**config.mk**
```make
export PLATFORM = sky130hd
export DESIGN_NAME = length_field_deframer_with_timeout
export DESIGN_NICKNAME = d
export VERILOG_FILES = /design/src/design/lfd_pkg.sv /design/src/design/lfd_regs.sv /design/src/design/lfd_core.sv /design/src/design/length_field_deframer_with_timeout.sv
export VERILOG_INCLUDE_DIRS = /design/src /design/src/design
export SDC_FILE = /design/constraint.sdc
export NUM_CORES = 1
export LEC_CHECK = 0
export ABC_AREA = 0
export BUFFER_PORTS_ARGS = -buffer_cell sky130_fd_sc_hd__buf_2
export CAP_MARGIN = 20
export CELL_PAD_IN_SITES_DETAIL_PLACEMENT = 1
export CELL_PAD_IN_SITES_GLOBAL_PLACEMENT = 1
export CORE_MARGIN = 8
export CORE_UTILIZATION = 40
export DETAILED_ROUTE_END_ITERATION = 8
export GPL_ROUTABILITY_DRIVEN = 0
export HOLD_SLACK_MARGIN = 0.03
export PLACE_DENSITY_LB_ADDON = 0.15
export REMOVE_ABC_BUFFERS = 1
export SYNTH_ARGS = -nofsm -noshare
export SYNTH_HDL_FRONTEND = slang
export SYNTH_SLANG_ARGS = --single-unit
```
**constraint.sdc**
```tcl
create_clock -name clk -period 10.1 [get_ports clk]
set_clock_uncertainty 0.05 [all_clocks]
set_input_delay 1.01 -clock clk [delete_from_list [all_inputs] [get_ports clk]]
set_output_delay 1.01 -clock clk [all_outputs]
set_load 0.005 [all_outputs]
```
**src/design/assert_macros.svh**
```systemverilog
// Assertion macros for the RTL of the length-field deframer.
`ifndef ASSERT_MACROS_SVH
`define ASSERT_MACROS_SVH

`ifndef NO_ASSERTIONS

// Check a property on every rising clock edge outside of reset.
`define LFD_ASSERT(lbl, prop, msg) \
	lbl: assert property (@(posedge clk) disable iff (!arst_n) prop) else $error(msg);

// Check that a condition never holds on a rising clock edge outside of reset.
`define LFD_NEVER(lbl, expr, msg) \
	lbl: assert property (@(posedge clk) disable iff (!arst_n) !(expr)) else $error(msg);

`else

`define LFD_ASSERT(lbl, prop, msg)
`define LFD_NEVER(lbl, expr, msg)

`endif

`endif

```
**src/design/lfd_pkg.sv**
```systemverilog
// Types and constants shared by the length-field deframer modules.
`default_nettype none

package lfd_pkg;

	// Register indexes on the configuration port (byte address = 4 * index)
	localparam int unsigned REG_IDX_W = 3;
	localparam int unsigned ADDR_W    = 5;

	localparam logic [REG_IDX_W-1:0] REG_PREFIX_BYTES = 3'd0;
	localparam logic [REG_IDX_W-1:0] REG_LENGTH_BYTES = 3'd1;
	localparam logic [REG_IDX_W-1:0] REG_SUFFIX_BYTES = 3'd2;
	localparam logic [REG_IDX_W-1:0] REG_COVERS_ALL   = 3'd3;
	localparam logic [REG_IDX_W-1:0] REG_TICK_LIMIT   = 3'd4;
	localparam logic [REG_IDX_W-1:0] REG_RUN_LIMIT    = 3'd5;

	// Register reset values
	localparam logic [3:0]  RST_PREFIX_BYTES = 4'd0;
	localparam logic [2:0]  RST_LENGTH_BYTES = 3'd1;
	localparam logic [3:0]  RST_SUFFIX_BYTES = 4'd0;
	localparam logic        RST_COVERS_ALL   = 1'b0;
	localparam logic [15:0] RST_TICK_LIMIT   = 16'd1000;
	localparam logic [7:0]  RST_RUN_LIMIT    = 8'd2;

	// Result status codes
	localparam logic [1:0] STATUS_OK         = 2'd0;
	localparam logic [1:0] STATUS_TIMEOUT    = 2'd1;
	localparam logic [1:0] STATUS_DISCONNECT = 2'd2;

	// Input word kinds
	localparam logic MODE_BYTE = 1'b0;
	localparam logic MODE_TICK = 1'b1;

	localparam int unsigned COUNT_W = 33;

	typedef struct packed {
		logic [3:0]  prefix_bytes;
		logic [2:0]  length_bytes;
		logic [3:0]  suffix_bytes;
		logic        length_covers_all;
		logic [15:0] silence_tick_limit;
		logic [7:0]  timeout_run_limit;
	} cfg_t;

	typedef struct packed {
		logic               has_byte;
		logic [7:0]         out_byte;
		logic [COUNT_W-1:0] byte_count;
		logic               frame_last;
		logic [1:0]         status;
	} res_t;

endpackage

`default_nettype wire

```
**src/design/lfd_regs.sv**
```systemverilog
// Configuration register file behind the APB-style port.
`default_nettype none

module lfd_regs
	import lfd_pkg::*;
(
	input  logic              clk,
	input  logic              arst_n,
	input  logic              psel,
	input  logic              penable,
	input  logic              pwrite,
	input  logic [ADDR_W-1:0] paddr,
	input  logic [31:0]       pwdata,
	output logic [31:0]       prdata,
	output logic              pready,
	output cfg_t              cfg
);

	logic                 wr_en;
	logic [REG_IDX_W-1:0] idx;
	cfg_t                 cfg_q;

	assign pready = 1'b1;
	assign wr_en  = psel & penable & pwrite & pready;
	assign idx    = paddr[ADDR_W-1:2];
	assign cfg    = cfg_q;

	// Write the addressed register on the access cycle
	always_ff @(posedge clk or negedge arst_n) begin
		if (!arst_n) begin
			cfg_q.prefix_bytes       <= RST_PREFIX_BYTES;
			cfg_q.length_bytes       <= RST_LENGTH_BYTES;
			cfg_q.suffix_bytes       <= RST_SUFFIX_BYTES;
			cfg_q.length_covers_all  <= RST_COVERS_ALL;
			cfg_q.silence_tick_limit <= RST_TICK_LIMIT;
			cfg_q.timeout_run_limit  <= RST_RUN_LIMIT;
		end else if (wr_en) begin
			unique case (idx)
				REG_PREFIX_BYTES: cfg_q.prefix_bytes       <= pwdata[3:0];
				REG_LENGTH_BYTES: cfg_q.length_bytes       <= pwdata[2:0];
				REG_SUFFIX_BYTES: cfg_q.suffix_bytes       <= pwdata[3:0];
				REG_COVERS_ALL:   cfg_q.length_covers_all  <= pwdata[0];
				REG_TICK_LIMIT:   cfg_q.silence_tick_limit <= pwdata[15:0];
				REG_RUN_LIMIT:    cfg_q.timeout_run_limit  <= pwdata[7:0];
				default: ;
			endcase
		end
	end

	// Return the addressed register, zero above its width
	always_comb begin
		unique case (idx)
			REG_PREFIX_BYTES: prdata = {28'd0, cfg_q.prefix_bytes};
			REG_LENGTH_BYTES: prdata = {29'd0, cfg_q.length_bytes};
			REG_SUFFIX_BYTES: prdata = {28'd0, cfg_q.suffix_bytes};
			REG_COVERS_ALL:   prdata = {31'd0, cfg_q.length_covers_all};
			REG_TICK_LIMIT:   prdata = {16'd0, cfg_q.silence_tick_limit};
			REG_RUN_LIMIT:    prdata = {24'd0, cfg_q.timeout_run_limit};
			default:          prdata = 32'd0;
		endcase
	end

endmodule

`default_nettype wire

```
**src/design/lfd_core.sv**
```systemverilog
// Frame and silence state with the per-word result logic.
`default_nettype none

module lfd_core
	import lfd_pkg::*;
#(
	parameter int unsigned MAX_LENGTH_BYTES = 4
) (
	input  logic       clk,
	input  logic       arst_n,
	input  cfg_t       cfg,
	input  logic       step,
	input  logic       mode,
	input  logic [7:0] rx_byte,
	output logic       res_valid,
	output res_t       res
);

	localparam int unsigned LW = 8 * MAX_LENGTH_BYTES;

	logic [COUNT_W-1:0] pos_q;
	logic [LW-1:0]      len_q;
	logic [COUNT_W-1:0] total_q;
	logic [15:0]        silence_q;
	logic [7:0]         runs_q;

	logic [2:0]         eff_len;
	logic [4:0]         field_end;
	logic [5:0]         fixed_sum;
	logic [COUNT_W-1:0] pos_inc;
	logic               in_field;
	logic               at_end;
	logic [LW-1:0]      len_next;
	logic [COUNT_W-1:0] total_base;
	logic [COUNT_W-1:0] total_next;
	logic               last;
	logic [15:0]        sil_inc;
	logic               disc;
	logic               tmo;

	// Fixed frame sizes from the current registers
	assign eff_len   = (cfg.length_bytes > 3'(MAX_LENGTH_BYTES)) ?
		3'(MAX_LENGTH_BYTES) : cfg.length_bytes;
	assign field_end = {1'b0, cfg.prefix_bytes} + {2'b0, eff_len};
	assign fixed_sum = {1'b0, field_end} + {2'b0, cfg.suffix_bytes};

	// Byte path: advance the count, gather the length, find the frame end
	assign pos_inc    = (&pos_q) ? pos_q : pos_q + 1'b1;
	assign in_field   = (pos_inc > COUNT_W'(cfg.prefix_bytes)) &&
		(pos_inc <= COUNT_W'(field_end));
	assign at_end     = (pos_inc == COUNT_W'(field_end));
	assign len_next   = in_field ? LW'({len_q, rx_byte}) : len_q;
	assign total_base = (pos_q == '0) ? COUNT_W'(fixed_sum) : total_q;
	always_comb begin
		if (!at_end) begin
			total_next = total_base;
		end else if (cfg.length_covers_all) begin
			total_next = COUNT_W'(len_next);
		end else begin
			total_next = COUNT_W'(fixed_sum) + COUNT_W'(len_next);
		end
	end
	assign last = (pos_inc >= total_next);

	// Tick path: count silence, then disconnection before timeout
	assign sil_inc = (&silence_q) ? silence_q : silence_q + 1'b1;
	assign disc    = (runs_q >= cfg.timeout_run_limit);
	assign tmo     = !disc && (sil_inc >= cfg.silence_tick_limit);

	// Build the result for the word in flight
	always_comb begin
		res_valid      = 1'b1;
		res.has_byte   = 1'b1;
		res.out_byte   = rx_byte;
		res.byte_count = pos_inc;
		res.frame_last = last;
		res.status     = STATUS_OK;
		if (mode == MODE_TICK) begin
			res_valid      = disc || tmo;
			res.has_byte   = 1'b0;
			res.out_byte   = 8'd0;
			res.byte_count = pos_q;
			res.frame_last = 1'b0;
			res.status     = disc ? STATUS_DISCONNECT : STATUS_TIMEOUT;
		end
	end

	// Update the state once per word taken from the input stage
	always_ff @(posedge clk or negedge arst_n) begin
		if (!arst_n) begin
			pos_q     <= '0;
			len_q     <= '0;
			total_q   <= '0;
			silence_q <= '0;
			runs_q    <= '0;
		end else if (step) begin
			if (mode == MODE_BYTE) begin
				silence_q <= '0;
				runs_q    <= '0;
				total_q   <= total_next;
				if (last) begin
					pos_q <= '0;
					len_q <= '0;
				end else begin
					pos_q <= pos_inc;
					len_q <= len_next;
				end
			end else if (disc) begin
				silence_q <= sil_inc;
				runs_q    <= '0;
				pos_q     <= '0;
				len_q     <= '0;
			end else if (tmo) begin
				silence_q <= '0;
				runs_q    <= runs_q + 1'b1;
				pos_q     <= '0;
				len_q     <= '0;
			end else begin
				silence_q <= sil_inc;
			end
		end
	end

endmodule

`default_nettype wire

```
**src/design/length_field_deframer_with_timeout.sv**
```systemverilog
// Top level of the length-field deframer with silence timeout.
//
//  port group   dir  fields (low bit first)
//  s_*          in   tdata: rx_byte[7:0]; tuser: mode
//  m_*          out  tdata: out_byte[7:0], byte_count[40:8], zero[47:41];
//                    tuser: has_byte, status[2:1]; tlast: frame_last
//  p*           cfg  APB-style registers at byte address 4 * index
//
// One word per cycle is sustained while m_tready is high; a word accepted on s_*
// passes the input register, then the result register, before it shows on m_*.
// Frame state updates as a word moves from the input register to the result
// register; an idle tick that gives no result leaves nothing on m_*.
// A stall on m_tready holds the result register and the input register; the
// input side keeps taking words while the input register can move on.
// Reset clears all control and frame state and loads the register defaults.
`default_nettype none

module length_field_deframer_with_timeout
	import lfd_pkg::*;
#(
	parameter int unsigned MAX_LENGTH_BYTES = 4
) (
	input  logic              clk,
	input  logic              arst_n,
	// stream in
	input  logic              s_tvalid,
	output logic              s_tready,
	input  logic [7:0]        s_tdata,   // rx_byte[7:0]
	input  logic              s_tuser,   // mode
	// stream out
	output logic              m_tvalid,
	input  logic              m_tready,
	output logic [47:0]       m_tdata,   // out_byte[7:0], byte_count[40:8], zero[47:41]
	output logic [2:0]        m_tuser,   // has_byte[0], status[2:1]
	output logic              m_tlast,
	// configuration
	input  logic              psel,
	input  logic              penable,
	input  logic              pwrite,
	input  logic [ADDR_W-1:0] paddr,
	input  logic [31:0]       pwdata,
	output logic [31:0]       prdata,
	output logic              pready
);

	`include "assert_macros.svh"

	cfg_t       cfg;
	logic       valid_s1;
	logic       mode_s1;
	logic [7:0] byte_s1;
	logic       adv;
	logic       res_valid;
	res_t       res;
	logic       load_out;
	logic       out_valid_q;
	res_t       out_q;

	lfd_regs u_regs (
		.clk     (clk),
		.arst_n  (arst_n),
		.psel    (psel),
		.penable (penable),
		.pwrite  (pwrite),
		.paddr   (paddr),
		.pwdata  (pwdata),
		.prdata  (prdata),
		.pready  (pready),
		.cfg     (cfg)
	);

	// Move the input word on when the result register can take its result
	assign adv      = valid_s1 && (!out_valid_q || m_tready);
	assign s_tready = !valid_s1 || adv;
	assign load_out = adv && res_valid;

	// Input register
	always_ff @(posedge clk or negedge arst_n) begin
		if (!arst_n) begin
			valid_s1 <= 1'b0;
		end else if (s_tready) begin
			valid_s1 <= s_tvalid;
		end
	end

	always_ff @(posedge clk) begin
		if (s_tvalid && s_tready) begin
			mode_s1 <= s_tuser;
			byte_s1 <= s_tdata;
		end
	end

	lfd_core #(
		.MAX_LENGTH_BYTES (MAX_LENGTH_BYTES)
	) u_core (
		.clk       (clk),
		.arst_n    (arst_n),
		.cfg       (cfg),
		.step      (adv),
		.mode      (mode_s1),
		.rx_byte   (byte_s1),
		.res_valid (res_valid),
		.res       (res)
	);

	// Result register
	always_ff @(posedge clk or negedge arst_n) begin
		if (!arst_n) begin
			out_valid_q <= 1'b0;
		end else if (load_out) begin
			out_valid_q <= 1'b1;
		end else if (m_tready) begin
			out_valid_q <= 1'b0;
		end
	end

	always_ff @(posedge clk) begin
		if (load_out) begin
			out_q <= res;
		end
	end

	assign m_tvalid = out_valid_q;
	assign m_tdata  = {7'd0, out_q.byte_count, out_q.out_byte};
	assign m_tuser  = {out_q.status, out_q.has_byte};
	assign m_tlast  = out_q.frame_last;

	// Checks
	`LFD_ASSERT(a_ready_when_empty, !valid_s1 |-> s_tready, "input register empty but not ready")
	`LFD_NEVER(a_no_overwrite, load_out && out_valid_q && !m_tready, "result overwritten")
	`LFD_NEVER(a_last_needs_byte, m_tvalid && m_tlast && !m_tuser[0], "frame end without byte")
	`LFD_NEVER(a_byte_status_ok, m_tvalid && m_tuser[0] && (m_tuser[2:1] != STATUS_OK),
		"byte result with error status")

endmodule

`default_nettype wire
```
# After elaboration in Yosys (flattened, before gate mapping)
# Index checks and enable logic that the tools add are counted.
# W data, S select, Z words.
[word_totals]
regBits = 214
input_bits = 53
out_inout_bits = 87
elab_cells = 93
[op_classes]
n_addsub = 6
order_cmp = 6
n_eq_ne = 7
muxes = 27
n_bitwise = 3
n_reduce_logical = 24
[ops]
columns = ["cell", "count"]
rows = [
  ["$mux W33", 8],
  ["$mux W32", 5],
  ["$pmux W16 S6", 1],
  ["$mux W16", 4],
  ["$mux W45", 1],
  ["$add A33 B1 Y33 const B", 1],
  ["$add A6 B32 Y33", 1],
  ["$eq A33 B5 Y1", 1],
  ["$ge A33 B33 Y1", 1],
  ["$gt A33 B4 Y1", 1],
  ["$le A33 B5 Y1", 1],
  ["$logic_not A33 Y1", 1],
  ["$reduce_and A33 Y1", 1],
  ["$mux W8", 3],
  ["$add A16 B1 Y16 const B", 1],
  ["$ge A16 B16 Y1", 1],
  ["$reduce_and A16 Y1", 1],
  ["$reduce_and A2 Y1", 8],
  ["$add A8 B1 Y8 const B", 1],
  ["$ge A8 B8 Y1", 1],
  ["$add A5 B4 Y6", 1],
  ["$eq A3 B2 Y1 const B", 2],
  ["$eq A3 B3 Y1 const B", 2],
  ["$add A4 B3 Y5", 1],
  ["other kinds (13)", 24],
]

# Depth between registers and ports, before layout
# Gate-level depths: netlist (run 1).
[depth]
depth_word = 12
ltp_mapped = 44
mapped_depth_nobuf = 40

# By module
# A second synthesis (run 1) with hierarchy kept.
[unflattened]
hier_cells = 1573
hier_area_um2 = 14771.7
[by_module_without_submodules]
columns = ["mod", "instances", "cells_each", "area_per_inst_um2", "seq_area_each_um2"]
rows = [
  ["lfd_core", 1, 1357, 11129.4, 3052.9],
  ["lfd_regs", 1, 144, 1855.5, 910.9],
  ["length_field_deframer_with_timeout", 1, 72, 1786.7, 1671.6],
]

# Worst setup path after synthesis (run 1)
# OpenSTA, ideal clock, no wires.
[synth_timing]
kind = "reg-to-reg"
startpoint = "reg u_core.pos_q[16]"
endpoint = "reg u_core.len_q[17]"
setup_time_ps = 121
t_arrival_ps = 8845
required_ps = 9929
path_slack_ps = 1084
path_stages_with_launch = 44
n_path_buf = 6
period_less_slack_ps = 9016
path_cell_list = "dfrtp_1 > clkbuf_1 > and3_1 > buf_2 > and2_1 > buf_2 > nand4_2 > o21ai_0 > ha_1 > nor2b_1 > a211oi_1 > o21bai_1 > a221oi_1 > a21o_1 > nand2_1 > nor4_1 > buf_2 > mux2_2 > (+8 left out) > nand4_1 > mux2_4 > nor3b_1 > xnor2_1 > o221a_2 > ha_1 > and4_1 > nand3_1 > nor4_1 > nand4_1 > nor3_1 > nand2b_1 > a21oi_1 > a311o_1 > buf_6 > o31ai_4 > buf_6 > a22o_1"
[synth_via]
elab_chain_cells = 11
word_cells_on_any_way = 16
classes_between = "add/sub: 2; order compare: 3; eq/ne: 1; mux: 7; reduce/logical: 3"
[synth_rtl]
columns = ["item", "line_no", "source"]
rows = [
  ["start, declared", "lfd_core.sv:21", "logic [COUNT_W-1:0] pos_q;"],
  ["start signal, assigned", "lfd_core.sv:105", "pos_q <= pos_inc;"],
  ["$add A33 B1 Y33 or $reduce_and A33 Y1 (tied branches)", "lfd_core.sv:48", "assign pos_inc = (&pos_q) ? pos_q : pos_q + 1'b1;"],
  ["$mux W33", "lfd_core.sv:48", ""],
  ["$gt A33 B4 Y1 or $le A33 B5 Y1 (tied branches)", "lfd_core.sv:49, lfd_core.sv:50", ""],
  ["$logic_and A1 B1 Y1", "lfd_core.sv:49", "assign in_field = (pos_inc > COUNT_W'(cfg.prefix_bytes)) &&"],
  ["$mux W32", "lfd_core.sv:52", "assign len_next = in_field ? LW'({len_q, rx_byte}) : len_q;"],
  ["$add A6 B32 Y33", "lfd_core.sv:60", "total_next = COUNT_W'(fixed_sum) + COUNT_W'(len_next);"],
  ["$mux W33", "lfd_core.sv:57", "end else if (cfg.length_covers_all) begin"],
  ["$mux W33", "lfd_core.sv:55", "if (!at_end) begin"],
  ["$ge A33 B33 Y1", "lfd_core.sv:63", "assign last = (pos_inc >= total_next);"],
  ["$mux W32 (*)", "lfd_core.sv:101", "if (last) begin"],
  ["$mux W32 (*)", "lfd_core.sv:97", "if (mode == MODE_BYTE) begin"],
  ["end signal, assigned", "lfd_core.sv:106", "len_q <= len_next;"],
  ["end, declared", "lfd_core.sv:22", "logic [LW-1:0] len_q;"],
]
# Mark *: on every way between the ends. The rest lies on a longest branch, timed or not.
# A chain may end at the register's enable or synchronous reset.

# Worst setup path after layout (run 1)
[layout_timing]
startpoint = "reg u_core.pos_q[23]"
endpoint = "reg u_core.pos_q[24]"
[layout_via]
elab_chain_cells = 11
word_cells_on_any_way = 16
classes_between = "add/sub: 2; order compare: 3; eq/ne: 1; mux: 7; reduce/logical: 3"
[layout_rtl]
columns = ["item", "line_no"]
rows = [
  ["$add A33 B1 Y33 or $reduce_and A33 Y1 (tied branches)", "lfd_core.sv:48"],
  ["$mux W33", "lfd_core.sv:48"],
  ["$gt A33 B4 Y1 or $le A33 B5 Y1 (tied branches)", "lfd_core.sv:49, lfd_core.sv:50"],
  ["$logic_and A1 B1 Y1", "lfd_core.sv:49"],
  ["$mux W32", "lfd_core.sv:52"],
  ["$add A6 B32 Y33", "lfd_core.sv:60"],
  ["$mux W33", "lfd_core.sv:57"],
  ["$mux W33", "lfd_core.sv:55"],
  ["$ge A33 B33 Y1", "lfd_core.sv:63"],
  ["$mux W33 (*)", "lfd_core.sv:101"],
  ["$mux W33 (*)", "lfd_core.sv:97"],
]
# Marks and branches as above.

==> impl_metrics.csv, run 1 <==
group,metric,value,unit
sta,fin_crit,9.44,ns
setup_path,setup.worst_path.class,"reg2reg",
global_route,grt_usage,0.222,
sta,post-route-period-util,0.935,
power_and_ir_drop,seqPwrFrac,0.254,
placed_design,port_buffers,97,
placed_design,post-place-ws,0.204,ns
setup_path,cpMostUsedCell,"buf_4",
placed_design,dp_hpwl,36600,um
power_and_ir_drop,switching_share,0.428,
global_route,grt_max_degree,92,
clock_tree,hold_buffers,0,
sta,report.final.slew_viol_count,0,
synthesis,synth.most_common_cell,"nand2_1",
sta,fmax,106,MHz
synthesis,synth_ff_type,"dfrtp_1",
setup_path,end_kind,"register",
synthesis,synthTopCellsByArea,"dfrtp_1 26%, edfxtp_1 11%, ha_1 6.7%, nand2_1 5.6%, xnor2_1 3.4%",
setup_path,crit_path_start_kind,"register",
die,chipWidth,209,um
synthesis,syn_area_per_cell,9.04,um2
global_route,grt-ovfl-total,0,
power_and_ir_drop,p_leak,8.03,nW
routing,firstDrtPassIters,5,
synthesis,yosys.area.top_type,"dfrtp_1",
power_and_ir_drop,p_clk_frac,0.215,
synthesis,yosysWarnings,0,
power_and_ir_drop,ir_worst_vdd,159,uV
clock_tree,cts_root_buf,"clkbuf_16",
clock_tree,path_clk_slew,0.06,ns
global_route,gr-usage-met1,0.299,
setup_path,crit_end,"u_core.pos_q[24]",
synthesis,netlist_area,14900,um2
layout,area_growth,16.3,%
sta,setup_violations,0,
layout,final_net_count,1919,
setup_path,reg2reg_depth,40,
routing,drc_errors,0,
die,io_pins,140,
setup_path,cp_max_fo,22,
routing,antenna_left,0,
setup_path,cp_data_arrival_time,9.84,ns
die,dieArea,43600,um2
synthesis,synthCells,1644,
clock_tree,cts_tree,"done",
clock_tree,cts.sinks,214,
clock_tree,clk_latency,0.58,ns
layout,multi_input_area,8490,um2
routing,drtIter0Drc,784,
synthesis,synthArstFlopShare,0.748,
power_and_ir_drop,power_density,262,nW/um2
sta,worst_slack,0.657,ns
setup_path,r2r_setup_slack,0.66,ns
sta,maxSlewHeadroom,0.362,
clock_tree,cts_made_buffers,28,
sta,holdWs,0.408,ns
synthesis,synth_cell_types,87,
layout,antennaDiodeCount,0,
job,max_cap_viol_count,0,
layout,final_util,0.472,
die,coreArea,36600,um2
placed_design,dpl_cell_area,16300,um2
power_and_ir_drop,p_int,2.59,mW
synthesis,yosysSeqAreaShare,0.379,
status,outcome,"completed",
setup_path,r2r-end,"u_core.pos_q[24]",
setup_path,rr_startpoint,"u_core.pos_q[23]",
die,die_height,209,um
global_route,top_usage_layer,"met2",
layout,drive_above_1_share,0.187,
setup_path,crit_start,"u_core.pos_q[23]",
sta,setup_tns,0,ns
layout,regArea,5640,um2
routing,post_drt_wl_per_cell,21.8,um
setup_path,crit_required,10.50,ns
clock_tree,cts_buffer_depth,3,
global_route,use_met3,0.0328,
global_route,grt_pass1_vias,13800,
global_route,antenna_found_initial,0,
sta,tightest_slew,0.933,ns
global_route,grt_pass1_wl,78400,um
synthesis,netlist.area_leader.share,0.256,
global_route,grt_util_met2,0.363,
setup_path,critPathSlowestCell,"or4_1",
power_and_ir_drop,power.switching,1.94,mW
die,initial_utilization,0.406,
routing,num_vias,13100,
die,rows,70,
synthesis,ys_ff_latch,214,
layout,filler_cell_count,4255,
setup_path,max_stage_delay,0.67,ns
sta,grt_setup_unrepaired,"false",
routing,wirelength,49500,um
sta,finalHoldViolations,0,
power_and_ir_drop,combPwrFrac,0.531,
synthesis,synth_common_cells,"222 x nand2_1, 152 x dfrtp_1, 102 x nor2_1",
hold_path,min_path_type,"reg2reg",
layout,finalInstanceArea,17300,um2
synthesis,synth_edf_count,54,
routing,vias_per_cell,5.76,
clock_tree,cts_htree_levels,1,
## through the flow
| stage | cells | total power [mW] |
|---|---|---|
| floorplan | 1537 | 2.51 |
| global placement | 2216 | 3.41 |
| detailed placement | 2216 | 3.48 |
| CTS | 2268 | 4.48 |
| global route | 2273 | 4.82 |
| finish | 2273 | 4.53 |
## cells in the final DEF, fill, tap and decap left out, types with 30 or more instances in the layout
cell	instances
mux2i_1	30
buf_2	96
a21o_1	36
nand4_1	34
nand3_1	51
xor2_1	50
and3_1	33
a22o_1	55
inv_1	60
nor2_1	102
nor3_1	47
ha_1	80
o21ai_0	87
dfrtp_1	152
edfxtp_1	54
buf_4	114
a21oi_1	61
nand2_1	222
xnor2_1	57
## cell type report
type / count / share of cell area
Multi-Input combinational cell: 1262 / 0.491
Sequential cell: 214 / 0.326
Timing Repair Buffer: 215 / 0.0830
Clock buffer: 41 / 0.0463
Tap cell: 468 / 0.0339
Inverter: 62 / 0.0135
Clock inverter: 11 / 0.00608
## power groups by stage
stage                     Sequential (mW)  Clock (mW)  Combinational, mW
final                                1.15       0.974               2.41
after global routing                 1.17        1.03               2.62
after CTS                            1.15        1.00               2.33
after detailed placement             1.16           0               2.32
after global placement               1.16           0               2.25
after floorplan                      1.13           0               1.38
## worst max-delay path: cells and delay by family, from the launching register on
kind,cells,cell delay (ns)
flip-flops,1,0.39
XOR/XNOR,1,0.30
multiplexers,2,0.44
adder cells (fa/ha/maj),3,0.98
AO/OA/AOI/OAI,10,1.91
buffers and inverters,7,1.28
AND/OR/NAND/NOR,17,3.93
## flip-flops by register name (all words and copies together), names as in the netlist
signal and flops:
u_core.len_q 32, m_tuser 3, u_core.pos_q 33, u_core.runs_q 8
m_tvalid 1, u_core.silence_q 16, mode_s1 1, m_tdata 41
m_tlast 1, valid_s1 1, byte_s1 8, u_regs.cfg 36
u_core.total_q 33
## logic make-up (layout without fill, tap and decap cells)
logic type,after synthesis,after routing,synth area share
AOI/OAI and AO/OA,351,351,0.162
muxes,58,58,0.0428
xor gates and xnor gates,107,107,0.0630
buffers and inverters,191,329,0.0598
DFF,214,214,0.379
and+or+nand+nor,638,639,0.222
adders and majority gates,83,83,0.0714
other,2,24,0.000505
## worst min path at each step
stage,endpoint,from,cells past startpoint,slack (ns)
5_1_grt,u_core.total_q[9],u_core.total_q[9],2,0.44
4_1_cts,u_core.total_q[17],u_core.total_q[17],2,0.41
3_5_place_dp,u_core.total_q[17],u_core.total_q[17],2,0.40
2_1_floorplan,u_core.total_q[10],u_core.total_q[10],2,0.38
3_3_place_gp,u_core.total_q[17],u_core.total_q[17],2,0.39
6_report,u_core.total_q[10],u_core.total_q[10],2,0.41
## per-layer routing
metal,share of wire,vias up
li1,-,6147
met1,0.46,6494
met2,0.46,350
met3,0.044,105
met4,0.033,0
met5,0,-
## timing repair
item | in CTS | in global routing
setup endpoints to repair | 0 | 66
buffers inserted | 0 | 3
resized for setup | 0 | 6
endpoints found under the hold margin | 0 | 0
(Power assumes the default switching activity.)
==> run 2, diff against run 1 <==
--- a/config.mk
+++ b/config.mk
@@ -20,4 +20,5 @@
 export REMOVE_ABC_BUFFERS = 1
 export SYNTH_ARGS = -nofsm -noshare
 export SYNTH_HDL_FRONTEND = slang
+export SYNTH_HIERARCHICAL = 1
 export SYNTH_SLANG_ARGS = --single-unit
==> run 2 against run 1 <==
Clock-buffer cell count shrank 5. Critical path depth shrank 4. Worst setup slack lost 0.050 ns. Register-to-register slack lost 0.05 ns. Largest power group unchanged. Highest routed layer unchanged.
==> impl_metrics.csv, run 2 <==
group,metric,value,unit
layout,layout_common_cells,"159 x nand2_1, 149 x dfrtp_1, 96 x buf_2",
global_route,grt_usage,0.209,
synthesis,synth_top_family_by_area,"simple AND/OR/NAND/NOR gates",
setup_path,r2r-end,"u_core/len_q[1]",
routing,drtIter0Drc,644,
synthesis,synth_ff_type,"dfrtp_1",
clock_tree,cts_resized,0,
global_route,antenna_found_initial,0,
die,coreArea,36500,um2
clock_tree,cts_tree,"done",
power_and_ir_drop,p_int,2.17,mW
setup_path,crit_required,10.51,ns
clock_tree,hold_buffers,0,
synthesis,synth_cell_types,95,
layout,finalInstanceArea,16900,um2
global_route,grt_util_met2,0.341,
die,die_height,208,um
synthesis,yosys.area.top_type,"dfrtp_1",
synthesis,synth.most_common_cell,"nand2_1",
setup_path,max_stage_delay,0.64,ns
setup_path,crit_path_start_kind,"register",
sta,setup_violations,0,
global_route,top_usage_layer,"met2",
sta,finalHoldViolations,0,
synthesis,syn_area_per_cell,9.39,um2
routing,antenna_left,0,
sta,maxSlewHeadroom,0.300,
layout,antennaDiodeCount,0,
synthesis,yosysSeqAreaShare,0.382,
die,initial_utilization,0.404,
placed_design,port_buffers,97,
die,rows,70,
clock_tree,cts_htree_levels,1,
synthesis,synthCells,1573,
power_and_ir_drop,p_leak,7.70,nW
sta,post-route-period-util,0.940,
synthesis,synthSimpleGateAreaFrac,0.205,
clock_tree,cts.sinks,214,
layout,filler_cell_count,4146,
job,max_cap_viol_count,0,
synthesis,ys_ff_latch,214,
layout,final_common_cell,"nand2_1",
sta,tightest_slew,1.05,ns
layout,area_growth,14.6,%
hold_path,hp-start,"u_core/total_q[20]",
power_and_ir_drop,power_density,212,nW/um2
power_and_ir_drop,switching_share,0.396,
sta,fmax,105,MHz
die,io_pins,140,
setup_path,rr_startpoint,"u_core/pos_q[0]",
global_route,grt_pass1_wl,74000,um
setup_path,setup.worst_path.class,"reg2reg",
layout,largest_reg_flops,41,
die,dieArea,43300,um2
power_and_ir_drop,power.switching,1.42,mW
layout,final_util,0.463,
setup_path,critPathSlowestCell,"or4_1",
setup_path,cp_max_fo,11,
synthesis,synthArstFlopShare,0.748,
layout,drive_above_1_share,0.191,
global_route,use_met3,0.0286,
synthesis,netlist_area,14800,um2
power_and_ir_drop,finalPower,3.59,mW
routing,post_drt_wl_per_cell,21.3,um
routing,vias_per_cell,5.75,
clock_tree,path_clk_slew,0.06,ns
setup_path,end_kind,"register",
clock_tree,cts_root_buf,"clkbuf_16",
synthesis,synth_compound_area_frac,0.155,
placed_design,dp_hpwl,33900,um
sta,fin_crit,9.49,ns
sta,report.final.slew_viol_count,0,
power_and_ir_drop,combPwrFrac,0.413,
status,outcome,"completed",
clock_tree,cts_made_buffers,28,
hold_path,hold_depth,2,
placed_design,dpl_cell_area,15900,um2
synthesis,yosysWarnings,6,
hold_path,holdPathEnd,"u_core/total_q[20]",
synthesis,synthTopCellsByArea,"dfrtp_1 26%, edfxtp_1 11%, ha_1 6.8%, nand2_1 4.0%, xnor2_1 4.0%",
global_route,gr-usage-met1,0.289,
sta,setup_tns,0,ns
die,chipWidth,208,um
synthesis,synth_edf_count,54,
clock_tree,post_cts_buffers,0,
setup_path,r2r_setup_slack,0.61,ns
power_and_ir_drop,seqPwrFrac,0.304,
global_route,grt_max_degree,103,
global_route,grt-ovfl-total,0,
sta,grt_setup_unrepaired,"false",
hold_path,min_path_type,"reg2reg",
synthesis,synth_mux_area_frac,0.0622,
global_route,grt_pass1_vias,13000,
synthesis,synth_adder_area_share,0.0718,
clock_tree,cts_buffer_depth,3,
power_and_ir_drop,ir_worst_vdd,134,uV
clock_tree,clk_latency,0.56,ns
routing,drc_errors,0,
setup_path,cpMostUsedCell,"o21ai_0",
routing,num_vias,12400,
power_and_ir_drop,p_clk_frac,0.283,
setup_path,reg2reg_depth,36,
routing,wirelength,45900,um
setup_path,cp_data_arrival_time,9.90,ns
layout,final_net_count,1805,
routing,firstDrtPassIters,4,
synthesis,synth_common_cells,"159 x nand2_1, 152 x dfrtp_1, 81 x nor2_1",
synthesis,netlist.area_leader.share,0.257,
synthesis,synth_xor_area_frac,0.0628,
[run 2: logic make-up after synthesis]
| family | count (synthesis) |
|---|---|
| and+or+nand+nor | 571 |
| buffers and inverters | 188 |
| xor gates and xnor gates | 106 |
| adders and majority gates | 83 |
| muxes | 83 |
| AOI/OAI and AO/OA | 325 |
| other | 3 |
| DFF | 214 |
[run 2: layout make-up]
cell class | count | area [um2] | area share
clock inverter | 16 | 169 | 0.00998
clock buffer | 36 | 782 | 0.0462
timing repair buffer | 169 | 1070 | 0.0634
inverter | 64 | 240 | 0.0142
tap | 468 | 586 | 0.0346
sequential | 214 | 5640 | 0.333
multi-input combinational | 1192 | 8430 | 0.498
[run 2: worst max-delay path by stage]
| stage | startpoint | end | slack, ns | cells past startpoint |
|---|---|---|---|---|
| CTS | u_core/pos_q[0] | u_core/len_q[16] | 0.05 | 42 |
| global route | u_core/pos_q[0] | u_core/len_q[21] | 0.03 | 44 |
| floorplan | u_core/pos_q[26] | u_core/len_q[10] | -1.94 | 42 |
| detailed placement | u_core/pos_q[0] | u_core/len_q[15] | 0.14 | 42 |
| global placement | u_core/pos_q[12] | u_core/len_q[20] | 0.39 | 41 |
| finish | u_core/pos_q[0] | u_core/len_q[1] | 0.61 | 36 |
[run 2: routing by layer]
| layer | wire [um] | vias up |
|---|---|---|
| met4 | 1230 | 0 |
| met3 | 1880 | 68 |
| li1 | - | 5836 |
| met5 | 0 | - |
| met1 | 21600 | 6219 |
| met2 | 21200 | 282 |
[run 2: power by group through the flow]
stage	logic, mW	clock network [mW]	registers [mW]
finish	1.48	1.02	1.09
global route	1.63	1.08	1.11
CTS	1.47	1.05	1.09
detailed placement	1.45	0	1.11
global placement	1.41	0	1.10
floorplan	0.905	0	1.09
[run 2: critical path: cells and delay by family, from the launching register on]
| kind | cells | cell delay (ns) |
|---|---|---|
| AOI/OAI and AO/OA | 16 | 4.37 |
| xor gates and xnor gates | 1 | 0.19 |
| adders and majority gates | 3 | 0.85 |
| buffers and inverters | 4 | 0.61 |
| DFF | 1 | 0.43 |
| muxes | 1 | 0.33 |
| and+or+nand+nor | 11 | 2.51 |
[run 2: per-stage QoR]
| stage | hold WS [ns] | setup WS (ns) | instances |
|---|---|---|---|
| 6_report | 0.409 | 0.606 | 2159 |
| 5_1_grt | 0.437 | 0.0270 | 2159 |
| 4_1_cts | 0.411 | 0.0546 | 2159 |
| 3_5_place_dp | 0.399 | 0.141 | 2107 |
| 3_3_place_gp | 0.391 | 0.388 | 2107 |
| 2_1_floorplan | 0.380 | -1.94 | 1470 |
